**config.mk**
```make
export PLATFORM = sky130hd
export DESIGN_NAME = nasc_cordic_cell
export DESIGN_NICKNAME = d
export VERILOG_FILES = /design/src/rtl/nasc_pkg.sv /design/src/rtl/nasc_cordic_cell.sv
export SDC_FILE = /design/constraint.sdc
export NUM_CORES = 1
export LEC_CHECK = 0
export BUFFER_PORTS_ARGS = -buffer_cell sky130_fd_sc_hd__buf_4
export CORE_UTILIZATION = 61
export DETAILED_ROUTE_END_ITERATION = 7
export GPL_TIMING_DRIVEN = 1
export PLACE_DENSITY = 0.87
export SLEW_MARGIN = 5
export SYNTH_ARGS = -nofsm -noshare
export SYNTH_HDL_FRONTEND = slang
export SYNTH_SLANG_ARGS = --single-unit
```
**constraint.sdc**
```tcl
create_clock -name clk -period 15.2 [get_ports clk]
set_clock_uncertainty 0.1 [all_clocks]
set_input_delay 2.28 -clock clk [delete_from_list [all_inputs] [get_ports clk]]
set_output_delay 2.28 -clock clk [all_outputs]
set_load 0.02 [all_outputs]
```
**src/rtl/nasc_pkg.sv**
```systemverilog
// shared types, widths and constants of the normalized arctangent soft clipper
package nasc_pkg;

    localparam int DATA_W = 24;
    localparam int CFG_W = 16;
    localparam int FRAC_W = 20;
    localparam int MAG_W = CFG_W + DATA_W;
    localparam int XY_W = 44;
    localparam int Z_W = 33;
    localparam int B_W = 31;
    localparam int PROD_W = CFG_W + B_W;
    localparam int NUM_W = PROD_W + 6;
    localparam int QUO_W = 26;
    localparam int DS_W = B_W + QUO_W;

    localparam int ANGLE_STAGES_DEF = 20;

    localparam logic [0:0] REG_DRIVE = 1'b0;
    localparam logic [0:0] REG_CEILING = 1'b1;

    localparam logic [CFG_W-1:0] DRIVE_RESET = 16'd256;
    localparam logic [CFG_W-1:0] CEILING_RESET = 16'd32768;

    localparam logic [XY_W-1:0] X_START = XY_W'(64'd1 << 28);

    localparam logic [QUO_W-1:0] SAT_POS = QUO_W'(32'd8388607);
    localparam logic [QUO_W-1:0] SAT_NEG = QUO_W'(32'd8388608);

    localparam logic [31:0] ATAN_TAB [32] = '{
        32'h3243F6A8, 32'h1DAC6705, 32'h0FADBAFC, 32'h07F56EA6,
        32'h03FEAB76, 32'h01FFD55B, 32'h00FFFAAA, 32'h007FFF55,
        32'h003FFFEA, 32'h001FFFFD, 32'h000FFFFF, 32'h0007FFFF,
        32'h0003FFFF, 32'h0001FFFF, 32'h0000FFFF, 32'h00007FFF,
        32'h00003FFF, 32'h00001FFF, 32'h00000FFF, 32'h000007FF,
        32'h000003FF, 32'h000001FF, 32'h000000FF, 32'h0000007F,
        32'h0000003F, 32'h0000001F, 32'h0000000F, 32'h00000007,
        32'h00000003, 32'h00000001, 32'h00000000, 32'h00000000
    };

    typedef struct packed {
        logic signed [XY_W-1:0] x;
        logic signed [XY_W-1:0] y;
        logic signed [Z_W-1:0]  z;
    } vec_t;

    typedef struct packed {
        logic neg;
        logic zero;
        vec_t va;
        vec_t vb;
    } cordic_t;

    typedef struct packed {
        logic             neg;
        logic             sat;
        logic [NUM_W-1:0] r;
        logic [B_W-1:0]   b;
        logic [QUO_W-1:0] q;
    } div_t;

endpackage

```
**src/rtl/nasc_cordic_cell.sv**
```systemverilog
// one vectoring cordic cell working on the sample lane and the drive lane
module nasc_cordic_cell #(
    parameter int STAGE = 0
) (
    input  logic              clk,
    input  logic              rst_n,
    input  logic              in_valid,
    output logic              in_ready,
    input  nasc_pkg::cordic_t in_data,
    output logic              out_valid,
    input  logic              out_ready,
    output nasc_pkg::cordic_t out_data
);
    import nasc_pkg::*;

    localparam logic signed [Z_W-1:0] ANG = $signed(Z_W'(ATAN_TAB[STAGE]));

    logic    out_valid_reg;
    cordic_t data_reg;
    cordic_t data_next;

    function automatic vec_t cordic_rot(input vec_t v);
        vec_t r;
        logic signed [XY_W-1:0] xs;
        logic signed [XY_W-1:0] ys;
        xs = $signed(v.x) >>> STAGE;
        ys = $signed(v.y) >>> STAGE;
        r = v;
        if (!v.y[XY_W-1])
        begin
            r.x = v.x + ys;
            r.y = v.y - xs;
            r.z = v.z + ANG;
        end
        else
        begin
            r.x = v.x - ys;
            r.y = v.y + xs;
            r.z = v.z - ANG;
        end
        return r;
    endfunction

    always_comb
    begin
        data_next = in_data;
        data_next.va = cordic_rot(in_data.va);
        data_next.vb = cordic_rot(in_data.vb);
    end

    assign in_ready = !out_valid_reg || out_ready;
    assign out_valid = out_valid_reg;
    assign out_data = data_reg;

    always_ff @(posedge clk or negedge rst_n)
    begin
        if (!rst_n)
        begin
            out_valid_reg <= 1'b0;
        end
        else if (in_ready)
        begin
            out_valid_reg <= in_valid;
        end
    end

    always_ff @(posedge clk)
    begin
        if (in_ready && in_valid)
        begin
            data_reg <= data_next;
        end
    end

endmodule

```
## After elaboration in Yosys (flattened, before gate mapping)

Index checks and enable logic that the tools add are counted.

| cells by class | value |
|---|---|
| mux-type cells | 2 |
| $add $sub $neg | 10 |
| reductions and logical operators | 3 |

Operators by type and width:

| kind | count |
|---|---|
| 121-bit 2-to-1 mux | 2 |
| 44-bit subtractor | 4 |
| 44-bit adder | 2 |
| 33-bit by 31-bit adder with 33-bit output, second input constant | 2 |
| 33-bit by 31-bit subtractor with 33-bit output, second input constant | 2 |
| 1-bit logical AND | 1 |
| 1-bit logical NOT | 1 |
| 1-bit logical OR | 1 |

| word-level totals | value |
|---|---|
| word-level logic and storage cells | 24 |
| flip-flop bits (word level) | 245 |

## Depth between registers and ports, before layout

| logic depth | value |
|---|---|
| depth in word-level cells | 3 |
| depth in mapped cells | 15 |
| gate-level depth less buffers | 13 |

## Least setup slack after synthesis

Ideal clock, no wire load.

| timing | value |
|---|---|
| path kind | input port to flip-flop |
| start point | input port out_ready |
| end point | register data_reg, in the netlist out_data[0], enable pin |
| slack | 6.390 ns |
| path buffers | 0 |
| data required time | 14.468 ns |
| data arrival time | 8.078 ns |
| stages | 2 |
| path through | nand2b_1 and2_1 |

| on the way | value |
|---|---|
| cells in the longest elaborated chain, start to end | 2 |

Ends and longest elaborated chain:

| item | line | RTL |
|---|---|---|
| from (decl) | nasc_cordic_cell.sv:11 | `input logic out_ready,` |
| 1-bit logical OR | nasc_cordic_cell.sv:51 | `assign in_ready = !out_valid_reg \|\| out_ready;` |
| 1-bit logical AND | nasc_cordic_cell.sv:69 | `if (in_ready && in_valid)` |
| to (signal assigned) | nasc_cordic_cell.sv:71 | `data_reg <= data_next;` |
| to (decl) | nasc_cordic_cell.sv:19 | `cordic_t data_reg;` |

No other way between the ends.
A chain may end at the register's enable or synchronous reset.

==> qor.yml <==
outcome: "finished, violations left"
violations: "DRC"
timing.hold.worst.class: "reg -> reg"
initial_utilization_pct: 62.0
routed-via-count: 27300
hold_slack_ns: 0.491
kind_of_cell_with_the_highest_combined_delay_on_the_critical_path: "compound AO/OA/AOI/OAI gates"
worst_slew_slack_as_a_fraction_of_its_limit_pct: 34.5
timing.final.max_slew_violations: 0
final_antenna_net_count: 0
pin_count: 494
timing.critical_path.arrival_ns: 6.62
critical_path.startpoint_type: "input port"
die_area_um2: 43600
async_flop_share_pct: 0.412
yosysSeqAreaShare_pct: 28.0
worst-setup-path-type: "in -> reg"
syn-mean-instance-area_um2: 8.38
critical_path.reg2reg.startpoint: "out_valid$_DFFE_PN0N_"
placement_rows: 75
floorplan.core_area_um2: 42000
finished_cell_area_um2: 31000
critical_path.reg2reg.endpoint: "out_data[116]$_DFFE_PP_"
worst_hold_path.num_cells: 2
final.fill_count: 3158
hold-path-endpoint: "out_valid$_DFFE_PN0N_"
cts_htree_levels: 1
worst_r2r_path_depth: 5
cts-root-buf: "clkbuf_16"
clock_input_transition_at_the_sequential_cells_of_the_worst_setup_and_hold_paths_ns: 0.06
crit_path_max_incr_delay_ns: 0.69
grt_pass1_vias: 25900
register_area_um2: 7290
post_route_cells_drive_above_1_share_pct: 16.6
synth-edff-count: 242
finalSetupViolations: 0
number_of_warning_messages_in_the_yosys_log: 0
vias_per_cell: 6.66
power.clock.fraction_pct: 25.8
synth_cell_type_count: 88
layout_min_cycle_time_ns: 6.37
die_width_um: 209
netSwitchingPower_mw: 1.09
worstHoldStart: "out_valid$_DFFE_PN0N_"
drt-wirelength-per-cell_um: 23.5
clock_tree.buffer_depth: 3
post-dp-hpwl_um: 75900
final_hold_vio_count: 0
track_usage_pct: 42.5
multi_input_comb_area_um2: 17200
wire_length_of_the_first_global_routing_pass_um: 146000
p_comb_share_pct: 42.4
setup_buffers_after_cts: 0
antenna_violations_before_repair: 10
critical_path_required_ns: 15.44
cts_inserted_buffers: 29
post-route-period-util_pct: 41.9
clock_sinks: 243
drt_drc_violations_left: 1
cts_tree: "yes"
clock.fmax_mhz: 157
drt_iter0_markers: 3739
synth_area_um2: 26100
gr-total-overflow: 0
placement.cell_area_um2: 30000
timing.critical_path.buf_inv: 3
leakagePower_nw: 13.7
timing.critical_path.mode_cell: "buf_4"
critPathCaptureType: "flip-flop"
ys_ff_latch: 243
buffer_ports.inserted: 493
power.density_nw_per_um2: 89.9
die_height_um: 209
yosys_most_used_dff: "edfxtp_1"
clk-insertion-delay-late_ns: 0.59
ff2ff_setup_slack_ns: 10.98
cts.repair.resized: 0
yosysTopAreaCell: "edfxtp_1"
yosys-top-cells-area: "edfxtp_1, ha_1, a21oi_1"
power.share.sequential_pct: 31.8
rsz0062_at_grt: "no"
post_cts_hold_buffer_count: 0
postSynthNetCount: 3712
internal_power_mw: 1.70
critical_path.max_fanout: 66
totalNegativeSetupSlack_ns: 0
largest_reg_flops: 242
maxCapViolCount: 0
crit_path_cell_trace: "buf_4 -> inv_2 -> buf_4 -> ha_1 -> a21o_1 -> a2111oi_1 -> o211ai_1 -> and3_1 -> o41a_1 -> a221oi_1 -> a21oi_1 -> or2_1 -> xnor2_1"
critical_path.slowest_cell: "buf_4"
synthToLayoutAreaGrowth_pct: 19.0
drt_pre_antenna_iters: 8
routabilityCongestion: 1.10
number_of_instances_in_the_synthesized_netlist: 3110
synth_top_area_share_pct: 27.9
worstMarginPinSlew_ns: 0.983
final_net_count: 4126
vdd_drop_max_uv: 106
routed_wl_um: 96400
swShare_pct: 39.1
grt_start_max_net_pins: 77
==> worst max-delay path by stage <==
stage,start,to,cells after the start
2_1_floorplan,out_ready,out_data[0]$_DFFE_PP_,2
3_3_place_gp,in_data[76],out_data[32]$_DFFE_PP_,13
3_5_place_dp,in_data[76],out_data[32]$_DFFE_PP_,13
4_1_cts,in_data[76],out_data[32]$_DFFE_PP_,13
5_1_grt,in_data[76],out_data[32]$_DFFE_PP_,13
6_report,in_data[76],out_data[32]$_DFFE_PP_,13
==> cell usage in the layout (no fill, tap or decap), drive strengths merged, types with 36 or more instances in the layout <==
master | netlist | final
edfxtp | 242 | 242
a21o | 72 | 72
nand3 | 44 | 44
nor3 | 66 | 66
buf | 40 | 502
a21oi | 383 | 383
nor2 | 249 | 249
xnor2 | 189 | 189
o21ai | 249 | 249
nand2b | 36 | 36
inv | 279 | 284
ha | 346 | 346
nand4 | 37 | 37
mux2i | 39 | 39
nand2 | 172 | 172
o21bai | 71 | 71
==> power groups by stage <==
stage,sequential (mW),combinational [mW],clock [mW]
after floorplan,0.997,0.622,0
after global placement,0.896,1.11,0
after detailed placement,0.898,1.13,0
after CTS,0.886,1.14,0.720
after global routing,0.891,1.25,0.744
final,0.886,1.18,0.718
==> synthesized netlist by cell type (7+ instances only) <==
cell         n
and3_1      20
ha_1       346
a211o_1     15
a21o_1      72
inv_1      277
nand4_1     37
o21a_1      29
a211oi_1    28
or3_1       19
clkbuf_1    79
a31oi_1     25
clkinv_1     9
edfxtp_1   242
nor2_1     249
o31a_1       8
and2_1      18
fa_1         8
a21oi_1    382
o31ai_1     32
nand3_1     44
nor3_1      66
o22ai_1     15
nand2_1    172
or4_1        8
buf_1       29
buf_2        9
mux2i_1     39
a21boi_0    17
nor4_1      22
o311ai_0     7
nand2b_1    36
xnor2_1    189
nor2b_1     35
a221oi_1     8
o21ai_0    245
o211ai_1    34
or2_2       10
o21bai_1    71
a2111oi_0    7
xor2_1      31
a221o_1      7
==> routing by layer <==
metal	track usage [%]	wire, µm
met5	0	13
met2	65.7	41700
met4	25.4	6900
met3	10.2	12500
met1	53.9	35300
==> metrics by stage <==
step / worst slack (ns) / std cells / power, mW / util (%)
after floorplan: 6.39 / 3110 / 1.62 / -
after global placement: 8.58 / 4032 / 2.01 / 71.5
after detailed placement: 8.36 / 4032 / 2.03 / 71.5
after CTS: 8.98 / 4085 / 2.75 / 73.7
after global routing: 8.59 / 4091 / 2.88 / 73.7
final: 8.83 / 4095 / 2.79 / 73.8
==> final cells by class <==
class | instances | area share, %
multi-input combinational | 2460 | 55.5
sequential | 243 | 23.5
timing repair buffer | 502 | 12.2
inverter | 288 | 3.49
clock buffer | 32 | 2.38
tap | 539 | 2.17
clock inverter | 21 | 0.682
antenna | 10 | 0.0807
==> worst register-to-register path, stage by stage, from the launching register on <==
cell      delay, ns
dfrtp_1        0.38
nand2b_1       0.14
and2_4         0.46
buf_4          0.80
buf_4          1.00
buf_4          0.89
==> logic make-up after synthesis <==
group / count (synthesis) / share of synthesized area, %
buffers and inverters: 407 / 5.93
AND/OR/NAND/NOR: 758 / 13.8
XOR/XNOR: 220 / 7.39
flip-flops: 243 / 28.0
multiplexers: 41 / 1.58
adder cells (fa/ha/maj): 354 / 17.2
AO/OA/AOI/OAI: 1087 / 26.1
No activity file was read; power rests on OpenSTA's default activity.
