===== config.mk =====
export PLATFORM = sky130hd
export DESIGN_NAME = nasc_div_cell
export DESIGN_NICKNAME = d
export VERILOG_FILES = /design/src/rtl/nasc_pkg.sv /design/src/rtl/nasc_div_cell.sv
export SDC_FILE = /design/constraint.sdc
export NUM_CORES = 1
export LEC_CHECK = 0
export BUFFER_PORTS_ARGS = -buffer_cell sky130_fd_sc_hd__buf_4
export CAP_MARGIN = 15
export CORE_MARGIN = 2
export CORE_UTILIZATION = 35
export CTS_CLUSTER_DIAMETER = 150
export DETAILED_ROUTE_END_ITERATION = 8
export HOLD_SLACK_MARGIN = 0.06
export PLACE_DENSITY = 0.56
export SYNTH_ARGS = -nofsm -noshare
export SYNTH_HDL_FRONTEND = slang
export SYNTH_SLANG_ARGS = --single-unit

===== constraint.sdc =====
create_clock -name clk -period 4.4 [get_ports clk]
set_clock_uncertainty 0.05 [all_clocks]
set_input_delay 0.66 -clock clk [delete_from_list [all_inputs] [get_ports clk]]
set_output_delay 0.66 -clock clk [all_outputs]
set_load 0.02 [all_outputs]

===== src/rtl/nasc_pkg.sv =====
// shared types, widths and constants of the normalized arctangent soft clipper
package nasc_pkg;

    localparam int DATA_W = 24;
    localparam int CFG_W = 16;
    localparam int FRAC_W = 20;
    localparam int MAG_W = CFG_W + DATA_W;
    localparam int XY_W = 44;
    localparam int Z_W = 33;
    localparam int B_W = 31;
    localparam int PROD_W = CFG_W + B_W;
    localparam int NUM_W = PROD_W + 6;
    localparam int QUO_W = 26;
    localparam int DS_W = B_W + QUO_W;

    localparam int ANGLE_STAGES_DEF = 20;

    localparam logic [0:0] REG_DRIVE = 1'b0;
    localparam logic [0:0] REG_CEILING = 1'b1;

    localparam logic [CFG_W-1:0] DRIVE_RESET = 16'd256;
    localparam logic [CFG_W-1:0] CEILING_RESET = 16'd32768;

    localparam logic [XY_W-1:0] X_START = XY_W'(64'd1 << 28);

    localparam logic [QUO_W-1:0] SAT_POS = QUO_W'(32'd8388607);
    localparam logic [QUO_W-1:0] SAT_NEG = QUO_W'(32'd8388608);

    localparam logic [31:0] ATAN_TAB [32] = '{
        32'h3243F6A8, 32'h1DAC6705, 32'h0FADBAFC, 32'h07F56EA6,
        32'h03FEAB76, 32'h01FFD55B, 32'h00FFFAAA, 32'h007FFF55,
        32'h003FFFEA, 32'h001FFFFD, 32'h000FFFFF, 32'h0007FFFF,
        32'h0003FFFF, 32'h0001FFFF, 32'h0000FFFF, 32'h00007FFF,
        32'h00003FFF, 32'h00001FFF, 32'h00000FFF, 32'h000007FF,
        32'h000003FF, 32'h000001FF, 32'h000000FF, 32'h0000007F,
        32'h0000003F, 32'h0000001F, 32'h0000000F, 32'h00000007,
        32'h00000003, 32'h00000001, 32'h00000000, 32'h00000000
    };

    typedef struct packed {
        logic signed [XY_W-1:0] x;
        logic signed [XY_W-1:0] y;
        logic signed [Z_W-1:0]  z;
    } vec_t;

    typedef struct packed {
        logic neg;
        logic zero;
        vec_t va;
        vec_t vb;
    } cordic_t;

    typedef struct packed {
        logic             neg;
        logic             sat;
        logic [NUM_W-1:0] r;
        logic [B_W-1:0]   b;
        logic [QUO_W-1:0] q;
    } div_t;

endpackage


===== src/rtl/nasc_div_cell.sv =====
// one restoring division cell, the top cell flags quotient overflow
module nasc_div_cell #(
    parameter int SHIFT = 0
) (
    input  logic           clk,
    input  logic           rst_n,
    input  logic           in_valid,
    output logic           in_ready,
    input  nasc_pkg::div_t in_data,
    output logic           out_valid,
    input  logic           out_ready,
    output nasc_pkg::div_t out_data
);
    import nasc_pkg::*;

    logic             out_valid_reg;
    div_t             data_reg;
    div_t             data_next;
    logic [DS_W-1:0]  bs;
    logic [DS_W-1:0]  rx;
    logic             ge;

    always_comb
    begin
        bs = DS_W'(in_data.b) << SHIFT;
        rx = DS_W'(in_data.r);
        ge = rx >= bs;
        data_next = in_data;
        if (SHIFT == QUO_W)
        begin
            data_next.sat = ge;
        end
        else if (ge)
        begin
            data_next.r = NUM_W'(rx - bs);
            data_next.q = in_data.q | (QUO_W'(1) << SHIFT);
        end
    end

    assign in_ready = !out_valid_reg || out_ready;
    assign out_valid = out_valid_reg;
    assign out_data = data_reg;

    always_ff @(posedge clk or negedge rst_n)
    begin
        if (!rst_n)
        begin
            out_valid_reg <= 1'b0;
        end
        else if (in_ready)
        begin
            out_valid_reg <= in_valid;
        end
    end

    always_ff @(posedge clk)
    begin
        if (in_ready && in_valid)
        begin
            data_reg <= data_next;
        end
    end

endmodule


* Word level (Yosys, flattened, before mapping)
Index checks and enable logic that the tools add are counted.
Cells by class: add/sub/neg operators 1, reduce and logical (&&, ||, !) cells 3, $lt $le $gt $ge 1, multiplexer cells 1
Operators with widths (count):
- greater-or-equal comparator 53 x 31 -> 1 bit | 1
- two-way mux 53 bit | 1
- subtractor 53 x 31 -> 53 bit | 1
- logical AND 1 bit | 1
- zero test 1 bit | 1
- logical OR 1 bit | 1
Word-level totals: bits in registers 113, logic and storage cells 13, output and inout port bits 114

* Longest topological paths before layout
Gate-level depths: netlist of the first run.
word-level depth 3, depth in mapped cells 13

* Least setup slack after synthesis of the first run
OpenSTA, ideal clock, no wires.
path type input to register, from in out_ready, to reg data_reg, in the netlist out_data[0] (enable), arrival 3544 ps, library setup time 484 ps, path slack 323 ps, path buffers 0, stages on the path 2, cells stage by stage nand2b_1 > and2_1
On the way: longest elaborated chain between the ends 2
RTL lines:
- from (decl) | line nasc_div_cell.sv:11 | input logic out_ready,
- logical OR 1 bit | line nasc_div_cell.sv:40 | assign in_ready = !out_valid_reg || out_ready;
- logical AND 1 bit | line nasc_div_cell.sv:58 | if (in_ready && in_valid)
- to (signal assigned) | line nasc_div_cell.sv:60 | data_reg <= data_next;
- to (decl) | line nasc_div_cell.sv:17 | div_t data_reg;
No other way between the ends. A chain may end at the register's enable or synchronous reset.

==> summary.md, run 1 <==
| Metric | Value |
|---|---|
| Cells after Synth | `559` |
| Synth Area in XOR/XNOR | `0.0668` |
| Layout cell share with drive strength beyond 1 | `0.356` |
| Initial Util | `0.354` |
| Clock transition at path regs | `roughly 0.06 ns` |
| Max reg flops | `roughly 110` |
| Die H | `138 um` |
| Clock Path Buffers | `2` |
| Post-synthesis area per instance | `11.3 um2` |
| Final period util | `0.806` |
| Area Growth Syn to Fin | `41.1%` |
| Syn Nets | `707` |
| Crit path kind | `in2reg` |
| Largest net degree at the start of global routing | `67` |
| Mux contribution to synthesized area | `0.00159` |
| Htree depth | `4` |
| Number of vias per cell | `5.01` |
| Multi-input logic area | `2680 um2` |
| Hold-fix buffers, CTS | `1` |
| Synth Area in Adders | `0.0648` |
| Sequential Area | `3390 um2` |
| Placed Area | `8230 um2` |
| Flop pwr share | `0.377` |
| Final setup vio count | `0` |
| Final ANT Viol Nets | `0` |
| FP Rows | `49` |
| Unrepaired setup endpoints after global routing | `no` |
| Drt drc | `0` |
| Port bufs | `229` |
| Post-detailed-route wirelength per cell | `between 15 and 20 um` |
| Crit path max fanout | `26` |
| Vias in the first global route | `5180` |
| Worst-Margin Slew | `between 0.6 and 0.7 ns` |
| Async set or reset register ratio after synthesis | `0.00885` |
| Antenna Cells | `0` |
| # clock sinks | `113` |
| Die area | `19100 um2` |
| CP endpoint kind | `register` |
| Switching share of power | `0.270` |
| Insertion delay to the later sink of the worst-skew pair | `0.41 ns` |
| #FFs+latches synth | `approximately 110` |
| Status | `completed` |
| Simple-Gate Fraction of Synth Area | `0.150` |
| Max frequency | `between 200 and 300 MHz` |
| Most frequent cells in the layout | `buf_4 (231), edfxtp_1 (112), nand2_1 (62)` |
| Internal power | `roughly 2.5 mW` |
| Post-synth top flop | `edfxtp_1` |
| FF-to-FF End | `out_data[93]$_DFFE_PP_` |
| Static leakage power | `3.59 nW` |
| CTS tree | `built` |
| Commonest non-fill, non-tap cell in the layout | `buf_4` |
| First-pass GRT wire length | `27400 um` |
| CTS Buf Count | `17` |
| Synth warn | `0` |
| Worst r2r src | `out_valid$_DFFE_PN0N_` |
| Die extent in x | `138 um` |
| Hold Path Class | `in2reg` |
| Routability cong. | `roughly 0.90` |
| Core area | `between 15000 and 20000 um2` |
| Total GRT Usage | `0.181` |
| Seq/Total Area, Yosys | `0.538` |
| CP Launch Type | `input port` |
| NetSw | `940 uW` |
| TritonRoute pass-1 iters | `4` |
| Setup TNS | `0 ns` |
| CP endpoint | `out_data[67]$_DFFE_PP_` |
| Synth Cell Area | `6290 um2` |
| Clk root buf | `clkbuf_16` |
| Final nets | `941` |
| R2R cell count | `3` |
| Drt total wl | `17000 um` |
| Crit path time final | `3.55 ns` |
| Total gr overflow | `0` |
| I/O Pins | `230` |
| Clock power frac | `0.425` |
| Critical Path RT | `4.50 ns` |
| Via Count | `approximately 5200` |
| Number of synthesized flops with an enable pin | `112` |
| Synth unique cells | `64` |
| Fin area | `8880 um2` |
| Post-CTS setup buffer count | `0` |
| Largest family of logic cells by synthesized area | `simple AND/OR/NAND/NOR gates` |
| Fillers | `~1700` |
| DP HPWL | `13200 um` |
| Drt first-iter violations | `360` |
| Initial antenna violation count | `0` |
| CTS resizes | `0` |
| Gate power share | `0.198` |
| Worst Setup SP | `in_data[56]` |
| Slew Limit Headroom | `0.545` |
| Synth Area in Compound Gates | `0.142` |
| PwrDens | `between 300 and 400 nW/um2` |
| Worst R2R Setup Slack | `2.48 ns` |
| Maxcap violations | `0` |
| Critical path arrival | `3.64 ns` |
| Fin. Hold Viols | `0` |
| Peak VDD IR | `261 uV` |
| Pins Over Slew Limit | `0` |
## critical path, stage by stage
cell and delay (ns):
buf_4 0.09, inv_1 0.04, ha_1 0.40, a2111oi_0 0.58
nand3b_1 0.18, a2111o_1 0.42, a211oi_2 0.24, and2_2 0.53
buf_4 0.35, o21ai_0 0.15
## power groups by stage
stage / Sequential [mW] / Combinational, mW / Clock [mW]
after detailed placement: 1.34 / 0.686 / 0
final: 1.31 / 0.688 / 1.48
after floorplan: 1.44 / 0.295 / 0
after global placement: 1.34 / 0.682 / 0
after CTS: 1.31 / 0.691 / 1.50
after global routing: 1.32 / 0.751 / 1.56
## per-layer routing
metal,wire length [um],share of wire,up-vias,GRT usage
li1,-,-,2540,-
met1,7690,0.45,2448,0.239
met2,8010,0.47,179,0.287
met3,1040,0.061,16,0.0523
met4,227,0.013,0,0.0596
met5,0,0,-,0
## cell type report
class | count | area share
sequential | 113 | 0.381
multi-input combinational | 393 | 0.301
timing repair buffer | 234 | 0.199
clock buffer | 17 | 0.0479
tap | 229 | 0.0323
clock inverter | 15 | 0.0237
inverter | 34 | 0.0144
## cells in the mapped netlist, types with 4 or more instances
cell type    n  area [um2]
nand2_1     62         233
ha_1        31         388
nor2_1      30         113
edfxtp_1   112        3360
or2_2        4        25.0
a211oi_1     5        37.5
buf_4        6        45.0
buf_2        9        45.0
a21oi_1     31         155
o21ai_0     38         190
nand4_1      9        56.3
nand3b_1     7        52.6
nor4_1       5        31.3
xnor2_1     29         254
nor3_1       8        40.0
a31oi_1      4        25.0
o21ai_1      9        45.0
nand2b_1     9        56.3
a21o_1       6        45.0
o31ai_1      5        37.5
o21a_1       8        60.1
inv_1       34         128
nor2b_1      7        43.8
nand3_1     10        50.1
xor2_1      19         166
o211ai_1     4        30.0
## worst min path at each step
stage,slack [ns],cells after the start,end,startpoint
2_1_floorplan,0.31,0,out_valid$_DFFE_PN0N_,rst_n
3_3_place_gp,0.39,1,out_valid$_DFFE_PN0N_,rst_n
3_5_place_dp,0.39,1,out_valid$_DFFE_PN0N_,rst_n
4_1_cts,0.35,1,out_data[25]$_DFFE_PP_,in_data[25]
5_1_grt,0.34,1,out_data[6]$_DFFE_PP_,in_data[6]
6_report,0.37,1,out_data[6]$_DFFE_PP_,in_data[6]
## metrics by stage
stage / utilization / power [mW] / hold WS [ns] / cells / setup WS, ns
3_5_place_dp: 0.463 / 2.02 / 0.388 / 1001 / 0.435
5_1_grt: 0.500 / 3.63 / 0.342 / 1035 / 0.535
4_1_cts: 0.499 / 3.51 / 0.351 / 1034 / 0.856
2_1_floorplan: - / 1.73 / 0.314 / 559 / 0.323
6_report: 0.500 / 3.48 / 0.370 / 1035 / 0.854
3_3_place_gp: 0.463 / 2.02 / 0.385 / 1001 / 0.582
## cell families (layout without fill, tap and decap cells)
| group | count (synthesis) | after routing |
|---|---|---|
| compound gates | 135 | 135 |
| mux | 1 | 1 |
| flops | 113 | 113 |
| simple gates | 177 | 177 |
| fa+ha+maj | 32 | 32 |
| xor+xnor | 48 | 48 |
| buf+inv | 53 | 300 |
Note: power is estimated with default switching activity, not from simulation.
==> run 2: changes to the inputs <==
==> constraint.sdc (replaced) <==
create_clock -name clk -period 3.5 [get_ports clk]
set_clock_uncertainty 0.05 [all_clocks]
set_input_delay 0.525 -clock clk [delete_from_list [all_inputs] [get_ports clk]]
set_output_delay 0.525 -clock clk [all_outputs]
set_load 0.02 [all_outputs]
==> summary.md, run 2 (same netlist as run 1, synthesis figures left out) <==
| Metric | Value |
|---|---|
| Routability cong. | `0.872 (was 0.903)` |
| Setup ws final | `0.394 ns (was 0.854 ns)` |
| First-pass GRT wire length | `27800 um (was 27400 um)` |
| NetSw | `1.19 mW (was 940 uW)` |
| Critical Path RT | `3.61 ns (was 4.50 ns)` |
| Die area | `19100 um2 (unchanged)` |
| Clk root buf | `clkbuf_16 (unchanged)` |
| Pre-CTS setup slack | `-0.0447 ns (was 0.435 ns)` |
| Area Growth Syn to Fin | `43.1% (was 41.1%)` |
| Die extent in x | `138 um (unchanged)` |
| Crit path max fanout | `7 (was 26)` |
| Insertion delay to the later sink of the worst-skew pair | `0.40 ns (was 0.41 ns)` |
| Hold Path Class | `in2reg (unchanged)` |
| Finished Layout Cells | `1056 (was 1035)` |
| Drt drc | `0 (unchanged)` |
| Die H | `138 um (unchanged)` |
| FP Rows | `49 (unchanged)` |
| Pins Over Slew Limit | `0 (unchanged)` |
| Vias in the first global route | `5180 (unchanged)` |
| Number of vias per cell | `4.93 (was 5.01)` |
| Routing usage on met3 | `0.0457 (was 0.0523)` |
| Port bufs | `229 (unchanged)` |
| Overall power | `4.27 mW (was 3.48 mW)` |
| Drt first-iter violations | `284 (was 360)` |
| Htree depth | `4 (unchanged)` |
| Fin util | `0.507 (was 0.500)` |
| Total GRT Usage | `0.184 (was 0.181)` |
| CTS Buf Count | `17 (unchanged)` |
| Antenna Cells | `0 (unchanged)` |
| Maxcap violations | `0 (unchanged)` |
| Post-detailed-route wirelength per cell | `16.5 um (was 16.4 um)` |
| GRT busiest layer | `met2 (unchanged)` |
| Status | `completed (unchanged)` |
| Initial Util | `0.354 (unchanged)` |
| Drt total wl | `17400 um (was 17000 um)` |
| # clock sinks | `113 (unchanged)` |
| Fin. Hold Viols | `0 (unchanged)` |
| Cells after DPL | `1023 (was 1001)` |
| Switching share of power | `0.279 (was 0.270)` |
| Most frequent cells in the layout | `buf_4 (252), edfxtp_1 (112), nand2_1 (62) (was buf_4 (231), edfxtp_1 (112), nand2_1 (62))` |
| Crit path time final | `3.11 ns` |
| Internal power | `3.08 mW (was 2.54 mW)` |
| Final period util | `0.887` |
| Clock Path Buffers | `2 (unchanged)` |
| Final setup vio count | `0 (unchanged)` |
| Worst-Margin Slew | `0.730 ns (was 0.679 ns)` |
| Setup TNS | `0 ns (unchanged)` |
| Layout cell share with drive strength beyond 1 | `0.371 (was 0.356)` |
| Placed Area | `8410 um2 (was 8230 um2)` |
| Critical path arrival | `3.21 ns (was 3.64 ns)` |
| Gate power share | `0.210 (was 0.198)` |
| Commonest non-fill, non-tap cell in the layout | `buf_4 (unchanged)` |
| CTS tree | `built (unchanged)` |
| CP max stage delay | `0.45 ns (was 0.58 ns)` |
| TritonRoute pass-1 iters | `5 (was 4)` |
| CP Launch Type | `input port (unchanged)` |
| Max frequency | `around 320 MHz` |
| CP endpoint kind | `register (unchanged)` |
| Hold Slack | `0.238 ns (was 0.370 ns)` |
| Via Count | `5208 (was 5183)` |
| PwrDens | `474 nW/um2 (was 392 nW/um2)` |
| Critical-path cell list | `buf_4 -> inv_1 -> ha_1 -> nand4_1 -> nor4_1 -> and4b_1 -> a211oi_2 -> or3_4 -> a211oi_4 -> nor3b_2 -> xor2_1 (was buf_4 -> inv_1 -> ha_1 -> a2111oi_0 -> nand3b_1 -> a2111o_1 -> a211oi_2 -> and2_2 -> buf_4 -> o21ai_0)` |
| Final nets | `962 (was 941)` |
| Total gr overflow | `0 (unchanged)` |
| Clock transition at path regs | `0.06 ns (about the same)` |
| Clock power frac | `0.403 (was 0.425)` |
| Slew Limit Headroom | `0.513 (was 0.545)` |
| Met2 Usage GRT | `0.292 (was 0.287)` |
| Max reg flops | `112 (unchanged)` |
| DP HPWL | `13500 um (was 13200 um)` |
| Largest net degree at the start of global routing | `51 (was 67)` |
| Crit path kind | `in2reg (unchanged)` |
| Final ANT Viol Nets | `0 (unchanged)` |
| I/O Pins | `230 (unchanged)` |
| Unrepaired setup endpoints after global routing | `no (unchanged)` |
| Fin area | `9010 um2 (was 8880 um2)` |
| M1 GR Usage | `0.246 (was 0.239)` |
| Initial antenna violation count | `0 (unchanged)` |
| Static leakage power | `3.67 nW (was 3.59 nW)` |
| Flop pwr share | `0.386 (was 0.377)` |
| Core area | `17800 um2 (unchanged)` |
| CP max stage cell | `nor4_1 (was a2111oi_0)` |
| Peak VDD IR | `335 uV (was 261 uV)` |
-- run 2: cell types whose count changed in the layout (fill, tap and decap cells not counted) --
cell        delta
buf_4         +21
clkbuf_2       -1
clkinvlp_4     -1
clkinv_4       -1
inv_6          +2
clkbuf_1       +1
bufinv_16      -2
buf_12         +1
clkinv_2       +1
-- run 2: path summary, 6_finish.rpt --
| kind | end | cells after the start | slack, ns | from |
|---|---|---|---|---|
| hold reg to reg | out_valid$_DFFE_PN0N_ | 2 | 0.51 | out_valid$_DFFE_PN0N_ |
| setup reg to reg | out_data[36]$_DFFE_PP_ | 3 | 1.60 | out_valid$_DFFE_PN0N_ |
| setup / recovery | out_data[107]$_DFFE_PP_ | 11 | 0.39 | in_data[32] |
| max in group asynchronous | out_valid$_DFFE_PN0N_ | 2 | 2.94 | rst_n |
| hold / removal | out_data[19]$_DFFE_PP_ | 1 | 0.24 | in_data[19] |
| min in group asynchronous | out_valid$_DFFE_PN0N_ | 2 | 0.38 | rst_n |
-- run 2: final cells by class --
class	count	area (um2)
Inverter	34	128
Clock inverter	14	156
Timing Repair Buffer	255	1940
Multi-Input combinational cell	393	2680
Clock buffer	18	429
Sequential cell	113	3390
Tap cell	229	287
Fill cell	1643	8770
-- run 2: critical path: cells and delay by family --
family / cells / cell delay, ns
and+or+nand+nor: 5 / 1.57
AOI/OAI and AO/OA: 2 / 0.55
adders and majority gates: 1 / 0.36
buffers and inverters: 2 / 0.12
xor gates and xnor gates: 1 / 0.08
-- run 2: power groups by stage --
stage | Clock [mW] | Sequential, mW | Combinational (mW)
4_1_cts | 1.76 | 1.65 | 0.904
3_3_place_gp | 0 | 1.68 | 0.892
6_report | 1.72 | 1.65 | 0.898
2_1_floorplan | 0 | 1.80 | 0.371
5_1_grt | 1.82 | 1.66 | 0.981
3_5_place_dp | 0 | 1.68 | 0.901
-- run 2: routing by layer --
metal / vias to the layer above / share of wire
li1: 2578 / -
met1: 2394 / 0.45
met2: 218 / 0.46
met3: 18 / 0.073
met4: 0 / 0.015
met5: - / 0
-- run 2: what timing repair did --
action | CTS | global route
hold buffers | 1 | 0
endpoints found under the hold margin | 1 | 0
setup buffers | 0 | 0
gates resized for setup | 0 | 0
